==> src/rtl/sbc_pkg.sv <==
// sbc_pkg: widths, payload structs, register indexes and fraction helpers
// for the segment box clipper. Used by every module in rtl/.
// No dependencies.
package sbc_pkg;

	localparam int CW = 32;          // coordinate width
	localparam int DW = CW + 1;      // span, entry and exit width
	localparam int PW = 2 * DW;      // parameter times span product
	localparam int QW = CW + 2;      // quotient bits of the scaling divide
	localparam int MW = 2 * DW + 2;  // cross products of the fraction compare
	localparam int LATENCY = QW + 7;

	typedef logic signed [CW-1:0] coord_t;
	typedef logic signed [DW-1:0] wnum_t;
	typedef logic [DW-1:0] wden_t;

	typedef enum logic [1:0] {
		HITS_NONE = 2'd0,
		HITS_ONE  = 2'd1,
		HITS_TWO  = 2'd2
	} hits_t;

	typedef enum logic [2:0] {
		REG_MIN_X = 3'd0,
		REG_MIN_Y = 3'd1,
		REG_MIN_Z = 3'd2,
		REG_MAX_X = 3'd3,
		REG_MAX_Y = 3'd4,
		REG_MAX_Z = 3'd5
	} cfg_idx_t;

	typedef struct packed {
		coord_t start_x;
		coord_t start_y;
		coord_t start_z;
		coord_t end_x;
		coord_t end_y;
		coord_t end_z;
		logic   whole_line;
	} in_t;

	typedef struct packed {
		hits_t  hits;
		coord_t out_start_x;
		coord_t out_start_y;
		coord_t out_start_z;
		coord_t out_end_x;
		coord_t out_end_y;
		coord_t out_end_z;
	} out_t;

	// parameter bound n/d, open means unbounded
	typedef struct packed {
		logic  open;
		wnum_t n;
		wden_t d;
	} frac_t;

	typedef struct packed {
		logic   mov;
		wnum_t  en;
		wnum_t  ex;
		wden_t  den;
		wnum_t  sp;
		coord_t s;
	} axis_t;

	typedef struct packed {
		logic            ok;
		logic            mov_any;
		frac_t           lo;
		frac_t           hi;
		axis_t [2:0]     ax;
	} stage_t;

	typedef struct packed {
		hits_t        hits;
		coord_t [2:0] s;
		logic [2:0]   neg_lo;
		logic [2:0]   neg_hi;
	} side_t;

	function automatic wden_t mag(input wnum_t x);
		begin
			return x[DW-1] ? wden_t'(-x) : wden_t'(x);
		end
	endfunction

	// sign of an/ad - bn/bd for positive ad, bd
	function automatic logic signed [MW-1:0] frac_diff(input wnum_t an, input wden_t ad,
			input wnum_t bn, input wden_t bd);
		logic signed [MW-1:0] ae, be, adx, bdx;
		begin
			ae  = MW'(an);
			be  = MW'(bn);
			adx = MW'({1'b0, ad});
			bdx = MW'({1'b0, bd});
			return ae * bdx - be * adx;
		end
	endfunction

endpackage

==> src/rtl/sbc_prep.sv <==
// sbc_prep: first pipeline stage, spans, slab entry/exit numerators and box checks
// Depends on sbc_pkg.
module sbc_prep (
	input  logic            clk,
	input  logic            arst_n,
	input  logic            start,
	input  sbc_pkg::in_t    req,
	input  sbc_pkg::coord_t box_min [3],
	input  sbc_pkg::coord_t box_max [3],
	output logic            vld_s1,
	output sbc_pkg::stage_t st_s1
);

	sbc_pkg::coord_t s_a [3];
	sbc_pkg::coord_t e_a [3];
	sbc_pkg::stage_t st_d;

	assign s_a[0] = req.start_x;
	assign s_a[1] = req.start_y;
	assign s_a[2] = req.start_z;
	assign e_a[0] = req.end_x;
	assign e_a[1] = req.end_y;
	assign e_a[2] = req.end_z;

	always_comb begin
		sbc_pkg::wnum_t sw, ew, mnw, mxw, sp;
		logic ok, mov_any;
		ok = 1'b1;
		mov_any = 1'b0;
		st_d = '0;
		for (int k = 0; k < 3; k++) begin
			sw  = sbc_pkg::DW'(s_a[k]);
			ew  = sbc_pkg::DW'(e_a[k]);
			mnw = sbc_pkg::DW'(box_min[k]);
			mxw = sbc_pkg::DW'(box_max[k]);
			sp  = ew - sw;
			if (box_min[k] > box_max[k])
				ok = 1'b0;
			if (sp == '0 && (s_a[k] < box_min[k] || s_a[k] > box_max[k]))
				ok = 1'b0;
			st_d.ax[k].mov = (sp != '0);
			st_d.ax[k].sp  = sp;
			st_d.ax[k].s   = s_a[k];
			st_d.ax[k].den = sbc_pkg::mag(sp);
			if (!sp[sbc_pkg::DW-1]) begin
				st_d.ax[k].en = mnw - sw;
				st_d.ax[k].ex = mxw - sw;
			end else begin
				st_d.ax[k].en = sw - mxw;
				st_d.ax[k].ex = sw - mnw;
			end
			mov_any = mov_any | (sp != '0);
		end
		st_d.ok      = ok;
		st_d.mov_any = mov_any;
		st_d.lo.open = req.whole_line;
		st_d.lo.n    = '0;
		st_d.lo.d    = sbc_pkg::wden_t'(1);
		st_d.hi.open = req.whole_line;
		st_d.hi.n    = sbc_pkg::wnum_t'(1);
		st_d.hi.d    = sbc_pkg::wden_t'(1);
	end

	always_ff @(posedge clk or negedge arst_n) begin
		if (!arst_n)
			vld_s1 <= 1'b0;
		else
			vld_s1 <= start;
	end

	always_ff @(posedge clk) begin
		st_s1 <= st_d;
	end

endmodule

==> config.mk <==
export PLATFORM = sky130hd
export DESIGN_NAME = sbc_prep
export DESIGN_NICKNAME = d
export VERILOG_FILES = /design/src/rtl/sbc_pkg.sv /design/src/rtl/sbc_prep.sv
export SDC_FILE = /design/constraint.sdc
export NUM_CORES = 2
export LEC_CHECK = 0
export ABC_AREA = 1
export BUFFER_PORTS_ARGS = -buffer_cell sky130_fd_sc_hd__buf_2
export CORE_AREA = 5 5 396 398
export CTS_BUF_LIST = sky130_fd_sc_hd__clkbuf_4 sky130_fd_sc_hd__clkbuf_8
export DETAILED_ROUTE_END_ITERATION = 8
export DIE_AREA = 0 0 401 403
export SYNTH_ARGS = -nofsm -noshare
export SYNTH_HDL_FRONTEND = slang
export SYNTH_SLANG_ARGS = --single-unit
==> constraint.sdc <==
create_clock -name clk -period 0.8 [get_ports clk]
set_input_delay 0.12 -clock clk [delete_from_list [all_inputs] [get_ports clk]]
set_output_delay 0.12 -clock clk [all_outputs]
set_load 0.02 [all_outputs]
==> qor.txt <==
Outcome = finished, violations left
Failing checks = negative hold slack, negative setup slack
Synth top area share = 0.204
Sequential area share after synthesis = 0.204
CP delay by family, top = buffers and inverters
Worst slew margin = 0.481
Total GRT Usage = 0.342
Post-DP HPWL = 253000 um
Buf/Inv on CP = 6
Sw Share = 0.441
Number of max-cap violations = 0
Setup slack after layout = -1.52 ns
CP Data Arrival Time = 3.03 ns
Comb pwr share = 0.589
Worst setup path start = req[98]
Num rows = 144
Grt total ovfl = 0
Remaining antenna violation count = 0
Core ar. = 0.153 mm^2
First-pass GRT wire length = 413000 um
Int Power = 83.5 mW
Via density = 4.84
Worst Setup Start Kind = input pin
YS warnings = 0
Final Hold Slack = -0.413 ns
Crit-path most repeated cell = buf_4
Nets = 12.2k
Hold Crit Start = req[161]
Met2 Usage GRT = 0.581
Routability congestion estimate = 1.06
PortBufs = 887
Cell taking the most area after synthesis = dfxtp_1
Min-Delay Path Class = input pin to register
DRC = 0
CTS Buf Count = 88
Area of the die = 0.162 mm^2
Most used DFF post-synth = dfxtp_1
Vias in the first global route = 63.6k
GR Layer Usage met1 = 0.415
Register bit total from synthesis = 496
Fin. Hold Viols = 27
Mapped Area = 0.0486 mm^2
Period utilization = 2.91
Maximum VDD drop = 1940 uV
Most numerous cell in the Yosys netlist = nand2_1
Sequential Power Share = 0.223
GR met3 Demand/Resource = 0.0536
Setup violators final = 887
Clk slew on worst S/H paths = 0.06 ns
WL/cell = 22.2 um
H-Tree Depth = 3
CP endpoint kind = register
# fillers = 14.9k
Initial antenna violation count = 50
Starting Density = 0.318
Path type of the worst setup path = input pin to register
Syn_area_per_cell = 6.31 um^2
Most frequent cells after synthesis = 2011 x nand2_1, 1234 x inv_1, 680 x nor2_1
Crit path max fanout = 3
PwrDens = 1750 mW/mm^2
Worst Tran Pin Value = 0.771 ns
Finished Cell Area = 0.0853 mm^2
Clock Power Share = 0.188
Cells after Synth = 7703
Fin. max-slew vios = 0
Library cells used by synthesis = 61
Iter 0 DRT Violations = 4918
Minimum clock period = 2.32 ns
Pre-CTS setup slack = -2.58 ns
TritonCTS clock tree = done
RSZ-0062 raised after global routing = true
Via count = 64.7k
CTS Buffer Depth = 3
Static Leakage = 45.6 nW
Crit-path cells = buf_6, buf_4, dlygate4sd3_1, fa_2, o21ai_0, buf_4, inv_1, nor3_2, nor2_4, buf_4, xnor2_1, nor2_1, a31oi_1
Global routing's busiest layer = met2
WP data required = 1.50 ns
Top Ports = 1020
Synth area leaders = dfxtp_1 20%, nand2_1 16%, ha_1 15%, inv_1 9.5%, a21oi_1 6.2%
Placed cell area = 0.0734 mm^2
Slowest Stage Delay on Critical Path = 0.70 ns
Largest net degree at the start of global routing = 29
Post-synthesis async set-or-reset flop share = 0.00202
Switching pwr = 65.8 mW
Area growth syn-to-layout = 75.6%
Die Wd = 401 um
TritonCTS sink count = 496
Post-synth EDFFs = 0
F_max = 430 MHz
Die H = 403 um
Share of layout cells above drive strength 1 = 0.430
Final design utilization = 0.558
Slowest-stage cell, CP = dlygate4sd3_1
CTS Root Cell = clkbuf_8
DRT Wirelength = 297000 um
First-pass iteration count of the detailed router = 8
[state kept, by name (all words and copies together), names as in the netlist]
| name | count |
|---|---|
| vld_s1 | 1 |
| st_s1 | 495 |
[cell families (layout without fill, tap and decap cells)]
family | after synthesis | after routing | synth area share
and+or+nand+nor | 3275 | 3276 | 0.275
buffers and inverters | 1563 | 5024 | 0.134
AOI/OAI and AO/OA | 1382 | 1382 | 0.160
adders and majority gates | 602 | 602 | 0.157
DFF | 496 | 496 | 0.204
xor gates and xnor gates | 377 | 377 | 0.0681
muxes | 6 | 6 | 0.00124
other | 2 | 153 | 0.000154
[timing repair]
action / in CTS / in global routing
endpoints found under the hold margin: 220 / 46
setup endpoints to repair: 878 / 883
pin swaps: 168 / 288
cloned: 22 / 15
setup buffers: 105 / 79
resized for setup: 681 / 916
hold buffers: 115 / 5
[power groups by stage]
stage,Clock (mW),Combinational [mW],Sequential (mW)
finish,28.0,88.0,33.2
floorplan,0,27.3,40.0
global route,29.9,92.8,33.6
CTS,28.8,80.8,33.2
global placement,0,73.6,33.7
detailed placement,0,73.7,33.6
[layout by cell type (no fill, tap or decap), types with 84 or more instances in the layout]
master            n
a21oi_1         497
a21oi_2          98
buf_2           868
buf_4          2420
buf_6            84
clkbuf_8        109
conb_1          132
dfxtp_1         495
dlygate4sd3_1   120
ha_1            461
ha_4            109
inv_1          1143
inv_2            92
nand2_1        1672
nand2_2         250
nand2_4         128
nand3_1         247
nor2_1          505
nor2_2          116
nor2_4           90
o21ai_0         248
o21ai_1          99
xor2_1          297
[area by class of cell]
cell class | count | area [um^2] | share of cell area
inverter | 1255 | 4840 | 0.0568
timing repair buffer | 3606 | 27100 | 0.317
sequential | 496 | 9930 | 0.116
tap | 2044 | 2560 | 0.0300
clock inverter | 37 | 450 | 0.00528
antenna | 21 | 52.6 | 0.000616
timing repair inverter | 1 | 30.0 | 0.000352
multi-input combinational | 5775 | 38800 | 0.455
clock buffer | 125 | 1620 | 0.0190
[metrics by stage]
step	TNS (ns)	power, mW	instances
floorplan	-411.08	67.4	7833
global placement	-694.57	107	12870
detailed placement	-706.17	107	12870
CTS	-661.39	143	13263
global route	-719.62	156	13345
finish	-667.86	149	13360
[final timing paths]
| check | endpoint | slack (ns) | cells past startpoint |
|---|---|---|---|
| max | st_s1[473] | -1.52 | 13 |
| min in group asynchronous | vld_s1 | 0.18 | 3 |
| min | st_s1[0] | -0.41 | 2 |
| max in group asynchronous | vld_s1 | 0.51 | 3 |
[routing by layer]
| metal | up-vias | routed length [um] | part of all wire |
|---|---|---|---|
| li1 | 31321 | - | - |
| met1 | 30145 | 121000 | 0.41 |
| met2 | 2498 | 137000 | 0.46 |
| met3 | 656 | 18600 | 0.062 |
| met4 | 30 | 20100 | 0.068 |
| met5 | - | 211 | 0.00071 |
Power figures use the tool's default switching activity.
